<file path="src/design/teq_pkg.sv">
// Shared types and constants for the touch event qualifier.
package teq_pkg;

    // Configuration register indexes
    localparam logic [2:0] CfgScreenWidth  = 3'd0;
    localparam logic [2:0] CfgScreenHeight = 3'd1;
    localparam logic [2:0] CfgDebounce     = 3'd2;
    localparam logic [2:0] CfgMoveThresh   = 3'd3;
    localparam logic [2:0] CfgMoveInterval = 3'd4;

    // Reset values of the configuration registers
    localparam logic [10:0] RstScreenWidth  = 11'd480;
    localparam logic [10:0] RstScreenHeight = 11'd320;
    localparam logic [15:0] RstDebounce     = 16'd80;
    localparam logic [9:0]  RstMoveThresh   = 10'd2;
    localparam logic [15:0] RstMoveInterval = 16'd20;

    // Event codes
    localparam logic [1:0] EvNone = 2'd0;
    localparam logic [1:0] EvDown = 2'd1;
    localparam logic [1:0] EvMove = 2'd2;
    localparam logic [1:0] EvUp   = 2'd3;

    // Correction: q = (t * M) >> FixShift, M = ceil(k * 2^FixShift / d).
    // Exact while t * d < 2^FixShift, which holds for every segment.
    localparam int unsigned FixShift = 20;
    localparam logic [20:0] MulX1 = 21'((35  * (1 << FixShift) + 29  - 1) / 29);
    localparam logic [20:0] MulX2 = 21'((205 * (1 << FixShift) + 222 - 1) / 222);
    localparam logic [20:0] MulX3 = 21'((205 * (1 << FixShift) + 229 - 1) / 229);
    localparam logic [20:0] MulY1 = 21'(1 << FixShift);
    localparam logic [20:0] MulY2 = 21'((110 * (1 << FixShift) + 112 - 1) / 112);
    localparam logic [20:0] MulY3 = 21'((110 * (1 << FixShift) + 118 - 1) / 118);

    // Corrected point handed from the correction unit to the qualifier
    typedef struct packed {
        logic       ok;
        logic [9:0] x;
        logic [9:0] y;
    } t_corr_pt;

endpackage

</file>
<file path="src/design/teq_corr.sv">
// Mirror, piecewise-linear correction and on-screen check of one sample.
module teq_corr (
    input  logic [10:0]        i_width,
    input  logic [10:0]        i_height,
    input  logic [9:0]         i_sample_x,
    input  logic [9:0]         i_sample_y,
    output teq_pkg::t_corr_pt  o_pt
);

    // One shared constant multiplier per axis; segment picks offset, base and scale
    function automatic logic [10:0] fix_axis(input logic [10:0] v, input logic y_axis);
        logic [10:0] t;
        logic [10:0] base;
        logic [20:0] m;
        logic [31:0] prod;
        logic [31:0] q;
        if (!y_axis) begin
            if (v <= 11'd29) begin
                t = v;            base = 11'd0;   m = teq_pkg::MulX1;
            end else if (v <= 11'd251) begin
                t = v - 11'd29;   base = 11'd35;  m = teq_pkg::MulX2;
            end else begin
                t = v - 11'd251;  base = 11'd240; m = teq_pkg::MulX3;
            end
        end else begin
            if (v <= 11'd70) begin
                t = v;            base = 11'd0;   m = teq_pkg::MulY1;
            end else if (v <= 11'd182) begin
                t = v - 11'd70;   base = 11'd70;  m = teq_pkg::MulY2;
            end else begin
                t = v - 11'd182;  base = 11'd180; m = teq_pkg::MulY3;
            end
        end
        prod = {21'd0, t} * {11'd0, m};
        q    = prod >> teq_pkg::FixShift;
        return base + q[10:0];
    endfunction

    logic signed [12:0] mx;
    logic signed [12:0] my;
    logic [10:0]        fx;
    logic [10:0]        fy;

    // Mirrored value spans -1024..2046; negative always corrects below zero
    assign mx = $signed({2'b00, i_width})  - 13'sd1 - $signed({3'b000, i_sample_x});
    assign my = $signed({2'b00, i_height}) - 13'sd1 - $signed({3'b000, i_sample_y});

    assign fx = fix_axis(mx[10:0], 1'b0);
    assign fy = fix_axis(my[10:0], 1'b1);

    assign o_pt.ok = !mx[12] && !my[12] && (fx < i_width) && (fy < i_height)
                     && !fx[10] && !fy[10];
    assign o_pt.x  = fx[9:0];
    assign o_pt.y  = fy[9:0];

endmodule

</file>
<file path="src/design/touch_event_qualifier_core.sv">
// Top level of the touch event qualifier: sample register, qualifier state, event register.
//
// Usage:
//   Input channel (i_valid / o_ready) carries one touch sample per beat: pressed flag,
//   raw x and y, and a millisecond timestamp. Output channel (o_valid / i_ready) carries
//   exactly one event beat per sample: kind (none, down, move, up) and the point.
//   A sample that is accepted is captured in the sample register, corrected and
//   qualified there, and its event is then captured in the event register and shown
//   from it. Throughput is one sample per cycle while the receiver does not stall; the
//   rate is set by the single qualifier state update, which happens as the sample moves
//   to the event register, so the next sample always sees the updated state.
//   When the receiver stalls, the event register holds its beat and the sample register
//   keeps one more sample; o_ready drops once both are full and comes back in the same
//   cycle that i_ready frees the event register.
//   Configuration is a plain write port (i_cfg_we, i_cfg_idx, i_cfg_data); the user must
//   write it only while no sample is in flight, as the block does not enforce this.
//   Synchronous active-low reset loads the default screen size, threshold and timing values,
//   clears the held flag, timestamps and last point, and empties both registers.
module touch_event_qualifier_core (
    input  logic        i_clk,
    input  logic        i_rst_n,
    // configuration
    input  logic        i_cfg_we,
    input  logic [2:0]  i_cfg_idx,
    input  logic [15:0] i_cfg_data,
    // sample channel
    input  logic        i_valid,
    output logic        o_ready,
    input  logic        i_touch_pressed,
    input  logic [9:0]  i_sample_x,
    input  logic [9:0]  i_sample_y,
    input  logic [31:0] i_time_ms,
    // event channel
    output logic        o_valid,
    input  logic        i_ready,
    output logic [1:0]  o_event_kind,
    output logic [9:0]  o_point_x,
    output logic [9:0]  o_point_y
);

    // configuration registers
    logic [10:0] r_width;
    logic [10:0] r_height;
    logic [15:0] r_debounce;
    logic [9:0]  r_move_thr;
    logic [15:0] r_move_ivl;

    // sample register
    logic        r_s1_vld;
    logic        r_s1_pressed;
    logic [9:0]  r_s1_x;
    logic [9:0]  r_s1_y;
    logic [31:0] r_s1_time;

    // qualifier state
    logic        r_held;
    logic [31:0] r_press_time;
    logic [31:0] r_move_time;
    logic [9:0]  r_last_x;
    logic [9:0]  r_last_y;

    // event register
    logic        r_out_vld;
    logic [1:0]  r_kind;
    logic [9:0]  r_px;
    logic [9:0]  r_py;

    logic        adv;
    teq_pkg::t_corr_pt corr;

    logic        pressed;
    logic [31:0] press_gap;
    logic [31:0] move_gap;
    logic [9:0]  dx;
    logic [9:0]  dy;

    logic        n_held;
    logic [31:0] n_press_time;
    logic [31:0] n_move_time;
    logic [9:0]  n_last_x;
    logic [9:0]  n_last_y;
    logic [1:0]  n_kind;
    logic [9:0]  n_px;
    logic [9:0]  n_py;

    // sample leaves the sample register when the event register is free or drains
    assign adv     = r_s1_vld && (!r_out_vld || i_ready);
    assign o_ready = !r_s1_vld || adv;

    assign o_valid      = r_out_vld;
    assign o_event_kind = r_kind;
    assign o_point_x    = r_px;
    assign o_point_y    = r_py;

    always_ff @(posedge i_clk) begin
        if (!i_rst_n) begin
            r_width    <= teq_pkg::RstScreenWidth;
            r_height   <= teq_pkg::RstScreenHeight;
            r_debounce <= teq_pkg::RstDebounce;
            r_move_thr <= teq_pkg::RstMoveThresh;
            r_move_ivl <= teq_pkg::RstMoveInterval;
        end else if (i_cfg_we) begin
            case (i_cfg_idx)
                teq_pkg::CfgScreenWidth:  r_width    <= i_cfg_data[10:0];
                teq_pkg::CfgScreenHeight: r_height   <= i_cfg_data[10:0];
                teq_pkg::CfgDebounce:     r_debounce <= i_cfg_data;
                teq_pkg::CfgMoveThresh:   r_move_thr <= i_cfg_data[9:0];
                teq_pkg::CfgMoveInterval: r_move_ivl <= i_cfg_data;
                default: ;
            endcase
        end
    end

    // sample register; payload unreset
    always_ff @(posedge i_clk) begin
        if (!i_rst_n) begin
            r_s1_vld <= 1'b0;
        end else if (o_ready) begin
            r_s1_vld <= i_valid;
        end
    end

    always_ff @(posedge i_clk) begin
        if (i_valid && o_ready) begin
            r_s1_pressed <= i_touch_pressed;
            r_s1_x       <= i_sample_x;
            r_s1_y       <= i_sample_y;
            r_s1_time    <= i_time_ms;
        end
    end

    teq_corr u_corr (
        .i_width    (r_width),
        .i_height   (r_height),
        .i_sample_x (r_s1_x),
        .i_sample_y (r_s1_y),
        .o_pt       (corr)
    );

    // off-screen corrected point counts as a release
    assign pressed   = r_s1_pressed && corr.ok;
    assign press_gap = r_s1_time - r_press_time;
    assign move_gap  = r_s1_time - r_move_time;
    assign dx        = (corr.x > r_last_x) ? corr.x - r_last_x : r_last_x - corr.x;
    assign dy        = (corr.y > r_last_y) ? corr.y - r_last_y : r_last_y - corr.y;

    always_comb begin
        n_held       = r_held;
        n_press_time = r_press_time;
        n_move_time  = r_move_time;
        n_last_x     = r_last_x;
        n_last_y     = r_last_y;
        n_kind       = teq_pkg::EvNone;
        n_px         = 10'd0;
        n_py         = 10'd0;
        if (!pressed) begin
            if (r_held) begin
                n_held = 1'b0;
                n_kind = teq_pkg::EvUp;
                n_px   = r_last_x;
                n_py   = r_last_y;
            end
        end else if (!r_held) begin
            // debounce: gap strictly longer than the window
            if (press_gap > {16'd0, r_debounce}) begin
                n_held       = 1'b1;
                n_press_time = r_s1_time;
                n_move_time  = r_s1_time;
                n_last_x     = corr.x;
                n_last_y     = corr.y;
                n_kind       = teq_pkg::EvDown;
                n_px         = corr.x;
                n_py         = corr.y;
            end
        end else begin
            if ((dx >= r_move_thr || dy >= r_move_thr) && move_gap >= {16'd0, r_move_ivl}) begin
                n_last_x    = corr.x;
                n_last_y    = corr.y;
                n_move_time = r_s1_time;
                n_kind      = teq_pkg::EvMove;
                n_px        = corr.x;
                n_py        = corr.y;
            end
        end
    end

    always_ff @(posedge i_clk) begin
        if (!i_rst_n) begin
            r_held       <= 1'b0;
            r_press_time <= 32'd0;
            r_move_time  <= 32'd0;
            r_last_x     <= 10'd0;
            r_last_y     <= 10'd0;
        end else if (adv) begin
            r_held       <= n_held;
            r_press_time <= n_press_time;
            r_move_time  <= n_move_time;
            r_last_x     <= n_last_x;
            r_last_y     <= n_last_y;
        end
    end

    // event register
    always_ff @(posedge i_clk) begin
        if (!i_rst_n) begin
            r_out_vld <= 1'b0;
        end else if (adv) begin
            r_out_vld <= 1'b1;
        end else if (i_ready) begin
            r_out_vld <= 1'b0;
        end
    end

    always_ff @(posedge i_clk) begin
        if (adv) begin
            r_kind <= n_kind;
            r_px   <= n_px;
            r_py   <= n_py;
        end
    end

`ifndef SYNTHESIS
    a_none_zero: assert property (@(posedge i_clk) disable iff (!i_rst_n)
        (r_out_vld && r_kind == teq_pkg::EvNone) |-> (r_px == 10'd0 && r_py == 10'd0))
        else $error("none event with nonzero point");

    a_down_sets_held: assert property (@(posedge i_clk) disable iff (!i_rst_n)
        (adv && n_kind == teq_pkg::EvDown) |=> (r_held && r_press_time == r_move_time))
        else $error("down did not set held state");

    a_up_from_held: assert property (@(posedge i_clk) disable iff (!i_rst_n)
        (adv && n_kind == teq_pkg::EvUp) |-> (r_held && !pressed))
        else $error("up without a hold");

    a_move_needs_held: assert property (@(posedge i_clk) disable iff (!i_rst_n)
        (adv && n_kind == teq_pkg::EvMove) |-> (r_held && pressed))
        else $error("move while not held");

    a_sample_kept: assert property (@(posedge i_clk) disable iff (!i_rst_n)
        (r_s1_vld && !adv) |=> r_s1_vld)
        else $error("stalled sample dropped");
`endif

endmodule

</file>
<file path="config.mk">
export PLATFORM = sky130hd
export DESIGN_NAME = touch_event_qualifier_core
export DESIGN_NICKNAME = d
export VERILOG_FILES = /design/src/design/teq_pkg.sv /design/src/design/teq_corr.sv /design/src/design/touch_event_qualifier_core.sv
export SDC_FILE = /design/constraint.sdc
export NUM_CORES = 1
export LEC_CHECK = 0
export ABC_AREA = 1
export BUFFER_PORTS_ARGS = -buffer_cell sky130_fd_sc_hd__buf_2
export CORE_MARGIN = 2
export CORE_UTILIZATION = 50
export CTS_CLUSTER_SIZE = 25
export DETAILED_ROUTE_END_ITERATION = 10
export GPL_TIMING_DRIVEN = 1
export PLACE_DENSITY = 0.66
export SYNTH_ARGS = -nofsm -noshare
export SYNTH_HDL_FRONTEND = slang
export SYNTH_HIERARCHICAL = 1
export SYNTH_SLANG_ARGS = --single-unit
</file>
<file path="constraint.sdc">
create_clock -name i_clk -period 15.9 [get_ports i_clk]
set_input_delay 3.18 -clock i_clk [delete_from_list [all_inputs] [get_ports i_clk]]
set_output_delay 3.18 -clock i_clk [all_outputs]
set_load 0.03 [all_outputs]
</file>
==> metrics.txt, run 1 <==
# TYPE chip_impl_metric gauge
chip_impl_metric{name="post_synthesis_average_cell_area",unit="um2"} 7.21
chip_impl_metric{name="placeableCoreArea",unit="um2"} 62900
chip_impl_metric{name="ctsResizeCount",unit=""} 0
chip_impl_metric{name="wl_met3",unit="um"} 4220
chip_impl_metric{name="postCtsHoldBufs",unit=""} 0
chip_impl_metric{name="max_slew_margin",unit="%"} 26.0
chip_impl_metric{name="cp_data_arrival_time",unit="ns"} 15.05
chip_impl_metric{name="postLayoutCoreUtil",unit="%"} 54.6
chip_impl_info{name="startpoint_type",value="flop"} 1
chip_impl_metric{name="ctsHtreeMaxLevel",unit=""} 1
chip_impl_metric{name="placed_cells",unit=""} 5339
chip_impl_info{name="min-delay-path-class",value="reg -> reg"} 1
chip_impl_metric{name="drive_gt1_share",unit="%"} 6.53
chip_impl_metric{name="timing.critical_path.slowest_cell_delay",unit="ns"} 0.57
chip_impl_metric{name="clkLatencyLatePin",unit="ns"} 0.61
chip_impl_metric{name="setup_viol_count_final",unit=""} 0
chip_impl_metric{name="via_count_of_the_first_global_routing_pass",unit=""} 26865
chip_impl_info{name="yosysTopAreaCell",value="fa_1"} 1
chip_impl_metric{name="finalWeightedCongestion",unit=""} 0.968
chip_impl_metric{name="fill_cell_total_of_the_finished_layout",unit=""} 6245
chip_impl_info{name="critPathTopFamily",value="adder cells"} 1
chip_impl_info{name="crit_slowest_cell",value="fa_1"} 1
chip_impl_metric{name="floorplan.initialDensity",unit="%"} 50.5
chip_impl_metric{name="ys_async_sr_fraction",unit="%"} 0
chip_impl_info{name="status",value="completed"} 1
chip_impl_metric{name="grt_usage",unit="%"} 26.7
chip_impl_metric{name="detailroute.via_count",unit=""} 27121
chip_impl_metric{name="drt_first_iter_violations",unit=""} 1405
chip_impl_metric{name="count_of_nets_left_with_antenna_violations_after_detail_routing",unit=""} 0
chip_impl_info{name="topRoutingLayerUsed",value="met4"} 1
chip_impl_info{name="crit_type",value="reg -> reg"} 1
chip_impl_metric{name="multi_input_area",unit="um2"} 22300
chip_impl_metric{name="total_gr_overflow",unit=""} 0
chip_impl_metric{name="firstDrtPassIters",unit=""} 7
chip_impl_metric{name="crit_fanout",unit=""} 40
chip_impl_metric{name="fin_skew",unit="ns"} 0.0404
chip_impl_metric{name="ys_seq_area_share",unit="%"} 16.6
chip_impl_metric{name="synth_top_area_share",unit="%"} 19.1
chip_impl_info{name="clock_root_buffer",value="clkbuf_16"} 1
chip_impl_metric{name="numClockSinks",unit=""} 226
chip_impl_metric{name="num-nets-final",unit=""} 5274
chip_impl_metric{name="maxSlewViolCount",unit=""} 0
chip_impl_metric{name="period_minus_slack",unit="ns"} 14.73
chip_impl_metric{name="synth_edf_count",unit=""} 75
chip_impl_metric{name="post_synth_num_cell_types",unit=""} 66
chip_impl_metric{name="detail_route.drc_violations",unit=""} 0
chip_impl_metric{name="detail_route.wirelength.met1",unit="um"} 36700
chip_impl_metric{name="port_buffers",unit=""} 100
chip_impl_metric{name="seq_area",unit="um2"} 5280
chip_impl_info{name="layout.cells.most_common",value="inv_1"} 1
chip_impl_metric{name="postPlaceCellArea",unit="um2"} 33300
chip_impl_info{name="dominantRegCellSynth",value="dfxtp_1"} 1
chip_impl_metric{name="instances_no_fill",unit=""} 5395
chip_impl_metric{name="synth.cell_area",unit="um2"} 31700
chip_impl_metric{name="die_h",unit="um"} 256
chip_impl_metric{name="clk_pin_slew_worst_paths",unit="ns"} 0.06
chip_impl_metric{name="final.setup.tns",unit="ns"} 0
chip_impl_metric{name="critical_path_required",unit="ns"} 16.21
chip_impl_metric{name="detail_route.wirelength",unit="um"} 86700
chip_impl_metric{name="global_route_wire_length_before_repair",unit="um"} 140000
chip_impl_metric{name="largest_buffer_count_on_any_clock_path",unit=""} 3
chip_impl_info{name="setup_repair_after_global_routing_missed_its_margin",value="no"} 1
chip_impl_metric{name="route.met2.wl",unit="um"} 42700
chip_impl_metric{name="critical_path.n_buffers_inverters",unit=""} 10
chip_impl_metric{name="pin_count_of_the_biggest_net_entering_global_routing",unit=""} 84
chip_impl_metric{name="viasPerCell",unit=""} 5.03
chip_impl_metric{name="drv_cap",unit=""} 0
chip_impl_metric{name="timing.fmax",unit="MHz"} 67.9
chip_impl_metric{name="postSynthCellCount",unit=""} 4402
chip_impl_metric{name="area_growth_syn_to_layout",unit="%"} 8.09
chip_impl_metric{name="wl_cell",unit="um"} 16.1
chip_impl_metric{name="cts_made_buffers",unit=""} 29
chip_impl_metric{name="report.final.hold_viol_count",unit=""} 0
chip_impl_metric{name="floorplan.die.width",unit="um"} 256
chip_impl_metric{name="synth_warnings",unit=""} 6
chip_impl_info{name="tritoncts_clock_tree",value="done"} 1
chip_impl_info{name="most-common-layout-cells",value="inv_1, nand2_1, nor2_1"} 1
chip_impl_metric{name="tightest_slew",unit="ns"} 1.10
chip_impl_metric{name="boundaryPins",unit=""} 101
chip_impl_metric{name="ys_seq_elements",unit=""} 226
chip_impl_metric{name="floorplan.die_area",unit="um2"} 65500
chip_impl_metric{name="cts_setup_buffers",unit=""} 0
chip_impl_info{name="critPathCaptureType",value="flop"} 1
chip_impl_metric{name="finalInstanceArea",unit="um2"} 34300
chip_impl_metric{name="number_of_antenna_violations_at_the_first_check_in_global_routing",unit=""} 1
chip_impl_info{name="synth_area_leaders",value="fa_1, ha_1, inv_1, nand2_1, dfxtp_1"} 1
chip_impl_metric{name="rows",unit=""} 92
chip_impl_metric{name="timing.final.crit_share",unit="%"} 92.7
chip_impl_metric{name="post-dp-hpwl",unit="um"} 72300
## sequential cells by signal, indices dropped and copies added, names as in the netlist, 10 cells and up
register,flops
r_s1_time,32
r_last_x,10
r_height,11
o_point_y,10
r_press_time,32
r_debounce,16
r_s1_x,10
r_last_y,10
r_move_thr,10
r_move_time,32
o_point_x,10
r_move_ivl,16
r_width,11
r_s1_y,10
## tightest hold or removal path: cells and delay by family (launching register included)
kind	cells	cell delay [ns]
flops	1	0.31
buf+inv	1	0.05
compound gates	1	0.04
## layout make-up
type,instances,area share [%]
clock buffer,37,2.42
multi-input combinational,3095,65.1
sequential,226,15.4
inverter,1053,11.5
antenna,1,0.00730
timing repair buffer,119,1.96
clock inverter,17,0.463
tap,846,3.09
timing repair inverter,1,0.0146
## metrics by stage
| stage | setup slack [ns] | hold slack [ns] |
|---|---|---|
| 2_1_floorplan | 3.69 | 0.427 |
| 3_3_place_gp | 1.15 | 0.437 |
| 3_5_place_dp | 0.879 | 0.442 |
| 4_1_cts | 0.780 | 0.451 |
| 5_1_grt | 0.0145 | 0.472 |
| 6_report | 1.17 | 0.444 |
## cell usage after synthesis, types with 5 or more instances
cell      count
a211oi_1      7
a21o_1        8
a21oi_1     273
a21oi_2      22
a31oi_1      11
and2_1        8
buf_1         5
buf_2        15
buf_6         7
clkbuf_1     40
dfxtp_1     151
edfxtp_1     75
fa_1        302
ha_1        370
inv_1      1041
inv_2        12
nand2_1     933
nand2_2      25
nand2_4      11
nand3_1     209
nand3_2      21
nand3b_1     12
nand4_1      32
nor2_1      377
nor2_2       16
nor3_1       33
nor4_1        8
o211ai_1     12
o21a_1        7
o21ai_0     173
o21ai_1       5
o21bai_1     10
o221ai_1      7
xnor2_1      16
xor2_1       98
## path summary, 6_finish.rpt
check,from,to,slack [ns],cells after the start
worst min-delay path,r_press_time[0],r_press_time[0],0.44,2
worst max-delay path,r_width[2],o_point_y[9],1.17,65
worst max register to register,r_width[2],o_point_y[9],1.17,65
worst min register to register,r_press_time[0],r_press_time[0],0.44,2
## metal layers
layer	vias up	track usage (%)
met5	-	0
met4	0	8.64
met3	141	2.86
met2	604	47.9
met1	12551	33.6
li1	13825	-
## kinds of logic after synthesis
logic type / after synthesis / share of synthesized area, %
fa+ha+maj: 672 / 33.7
simple gates: 1706 / 23.1
flops: 226 / 16.6
buf+inv: 1122 / 13.5
compound gates: 554 / 9.69
other cells: 2 / 0.0237
xor+xnor: 116 / 3.25
mux: 4 / 0.130
Power of run 1 is not shown: default switching activity piles up to over one toggle a cycle in this logic, so the estimate is an artifact.
==> run 2: changes to the inputs <==
--- a/config.mk
+++ b/config.mk
@@ -8,11 +8,11 @@
 export ABC_AREA = 1
 export BUFFER_PORTS_ARGS = -buffer_cell sky130_fd_sc_hd__buf_2
 export CORE_MARGIN = 2
-export CORE_UTILIZATION = 50
+export CORE_UTILIZATION = 58
 export CTS_CLUSTER_SIZE = 25
 export DETAILED_ROUTE_END_ITERATION = 10
 export GPL_TIMING_DRIVEN = 1
-export PLACE_DENSITY = 0.66
+export PLACE_DENSITY = 0.75
 export SYNTH_ARGS = -nofsm -noshare
 export SYNTH_HDL_FRONTEND = slang
 export SYNTH_HIERARCHICAL = 1
==> constraint.sdc (replaced) <==
create_clock -name i_clk -period 15.81 [get_ports i_clk]
set_input_delay 3.162 -clock i_clk [delete_from_list [all_inputs] [get_ports i_clk]]
set_output_delay 3.162 -clock i_clk [all_outputs]
set_load 0.03 [all_outputs]
==> run 2 against run 1 <==
Against the previous run: wire length decreased by 1.9%; via count increased by 1.5%; non-clock buffer count decreased by 3; critical endpoint is now r_move_time[22].
==> metrics.txt, run 2 (synthesized netlist as in run 1, its figures left out) <==
# TYPE chip_impl_metric gauge
chip_impl_info{name="status",value="completed"} 1
chip_impl_metric{name="seq_area",unit="um2"} 5280
chip_impl_info{name="critPathCaptureType",value="flop"} 1
chip_impl_metric{name="numClockSinks",unit=""} 226
chip_impl_metric{name="max_slew_margin",unit="%"} 21.0
chip_impl_metric{name="critical_path.n_buffers_inverters",unit=""} 12
chip_impl_info{name="setup_repair_after_global_routing_missed_its_margin",value="no"} 1
chip_impl_metric{name="ctsHtreeMaxLevel",unit=""} 1
chip_impl_metric{name="firstDrtPassIters",unit=""} 9
chip_impl_metric{name="total_gr_overflow",unit=""} 0
chip_impl_info{name="path_common_cell",value="inv_1"} 1
chip_impl_info{name="crit_slowest_cell",value="nand2_4"} 1
chip_impl_metric{name="finalWeightedCongestion",unit=""} 0.961
chip_impl_metric{name="via_count_of_the_first_global_routing_pass",unit=""} 27474
chip_impl_metric{name="timing.critical_path.slowest_cell_delay",unit="ns"} 0.57
chip_impl_info{name="clock_root_buffer",value="clkbuf_16"} 1
chip_impl_metric{name="pin_count_of_the_biggest_net_entering_global_routing",unit=""} 118
chip_impl_metric{name="die_h",unit="um"} 238
chip_impl_metric{name="detailroute.via_count",unit=""} 27524
chip_impl_metric{name="maxSlewViolCount",unit=""} 0
chip_impl_metric{name="report.final.hold_viol_count",unit=""} 0
chip_impl_metric{name="wl_cell",unit="um"} 16.2
chip_impl_metric{name="clk_pin_slew_worst_paths",unit="ns"} 0.07
chip_impl_metric{name="number_of_antenna_violations_at_the_first_check_in_global_routing",unit=""} 3
chip_impl_info{name="critPathTopFamily",value="adder cells"} 1
chip_impl_info{name="tritoncts_clock_tree",value="done"} 1
chip_impl_metric{name="critical_path_required",unit="ns"} 16.32
chip_impl_metric{name="postPlaceCellArea",unit="um2"} 33100
chip_impl_info{name="startpoint_type",value="flop"} 1
chip_impl_metric{name="fill_cell_total_of_the_finished_layout",unit=""} 4989
chip_impl_info{name="most-common-layout-cells",value="inv_1, nand2_1, nor2_1"} 1
chip_impl_metric{name="drt_first_iter_violations",unit=""} 2010
chip_impl_metric{name="multi_input_area",unit="um2"} 22300
chip_impl_metric{name="fin_skew",unit="ns"} 0.0576
chip_impl_metric{name="final.setup.tns",unit="ns"} 0
chip_impl_metric{name="floorplan.initialDensity",unit="%"} 58.8
chip_impl_metric{name="post-dp-hpwl",unit="um"} 71100
chip_impl_info{name="worstHoldStart",value="r_press_time[26]"} 1
chip_impl_info{name="reg.largest.list",value="r_move_time (32), r_press_time (32), r_s1_time (32)"} 1
chip_impl_metric{name="rows",unit=""} 85
chip_impl_metric{name="cts_made_buffers",unit=""} 28
chip_impl_metric{name="clkLatencyLatePin",unit="ns"} 0.61
chip_impl_metric{name="final_critical_path_setup_slack",unit="ns"} 1.37
chip_impl_info{name="min-delay-path-class",value="reg -> reg"} 1
chip_impl_metric{name="r2r.worst_path.cells",unit=""} 65
chip_impl_metric{name="period_minus_slack",unit="ns"} 14.44
chip_impl_info{name="r2r_start",value="r_width[0]"} 1
chip_impl_info{name="layout.cells.most_common",value="inv_1"} 1
chip_impl_metric{name="finalInstanceArea",unit="um2"} 34100
chip_impl_metric{name="boundaryPins",unit=""} 101
chip_impl_metric{name="cp_data_arrival_time",unit="ns"} 14.95
chip_impl_metric{name="global_route_wire_length_before_repair",unit="um"} 139000
chip_impl_metric{name="timing.final.crit_share",unit="%"} 91.4
chip_impl_info{name="timing.rr.end",value="r_move_time[22]"} 1
chip_impl_metric{name="count_of_nets_left_with_antenna_violations_after_detail_routing",unit=""} 0
chip_impl_metric{name="hold_ws",unit="ns"} 0.455
chip_impl_metric{name="port_buffers",unit=""} 100
chip_impl_metric{name="setup_viol_count_final",unit=""} 0
chip_impl_metric{name="detail_route.wirelength",unit="um"} 85000
chip_impl_metric{name="floorplan.die.width",unit="um"} 238
chip_impl_metric{name="grt_usage",unit="%"} 30.9
chip_impl_metric{name="preCtsSetupSlack",unit="ns"} 1.02
chip_impl_metric{name="drv_cap",unit=""} 0
chip_impl_metric{name="floorplan.die_area",unit="um2"} 56600
chip_impl_metric{name="area_growth_syn_to_layout",unit="%"} 7.36
chip_impl_info{name="min_to",value="r_press_time[26]"} 1
chip_impl_metric{name="tightest_slew",unit="ns"} 1.19
chip_impl_metric{name="detail_route.drc_violations",unit=""} 0
chip_impl_metric{name="drive_gt1_share",unit="%"} 6.43
chip_impl_metric{name="num-nets-final",unit=""} 5270
chip_impl_metric{name="largest_buffer_count_on_any_clock_path",unit=""} 3
chip_impl_metric{name="placeableCoreArea",unit="um2"} 53900
chip_impl_metric{name="viasPerCell",unit=""} 5.25
chip_impl_metric{name="timing.fmax",unit="MHz"} 69.2
chip_impl_metric{name="crit_fanout",unit=""} 65
chip_impl_metric{name="r2r_setup_slack",unit="ns"} 1.37
chip_impl_info{name="crit_type",value="reg -> reg"} 1
chip_impl_metric{name="holdPathStages",unit=""} 2
run 2: cell count changes in the layout (fill, tap and decap cells not counted), moves of 2 or more:
cell        previous run  this run
clkinv_4               0         3
inv_6                  1         3
buf_4                 18        14
clkinv_2               8         3
inv_4                  1         4
diode_2                1         3
clkinvlp_4             4         2
bufinv_16              2         0
clkinv_1               2         0
run 2: what timing repair did:
action                     CTS  global route
resized for setup            0             2
setup buffers                0             0
hold buffers                 0             0
setup endpoints to repair    0            72
run 2: worst max path at each step:
stage,to,cells past startpoint,start,slack (ns)
floorplan,o_point_x[1],68,r_width[0],3.60
global placement,r_move_time[22],64,r_width[0],1.37
detailed placement,r_move_time[22],64,r_width[0],1.02
CTS,r_move_time[22],64,r_width[0],1.0
global route,r_move_time[22],64,r_width[0],0.04
finish,r_move_time[22],65,r_width[0],1.37
run 2: layout make-up:
cell class	instances	area share [%]
Clock buffer	38	2.44
Multi-Input combinational cell	3095	65.5
Inverter	1053	11.6
Clock inverter	14	0.364
Tap cell	696	2.56
Sequential cell	226	15.5
Antenna cell	3	0.0220
Timing Repair Buffer	116	1.94
Timing Repair inverter	1	0.0147
run 2: stage by stage:
| stage | utilization (%) | cells |
|---|---|---|
| after floorplan | - | 4443 |
| after global placement | 61.3 | 5186 |
| after detailed placement | 61.3 | 5186 |
| after CTS | 63.1 | 5238 |
| after global routing | 63.2 | 5242 |
| final | 63.2 | 5242 |
run 2: per-layer routing:
layer / vias to the layer above / wire length [um] / GRT usage [%]
li1: 13830 / - / -
met1: 12754 / 35100 / 38.5
met2: 740 / 41300 / 54.5
met3: 200 / 4870 / 3.55
met4: 0 / 3720 / 12.2
met5: - / 0 / 0
run 2: tightest hold or removal path: stages (launching register included):
cell,delay (ns)
dfxtp_1,0.30
inv_1,0.06
a21oi_1,0.05
Power of run 2 is left out for the same reason.
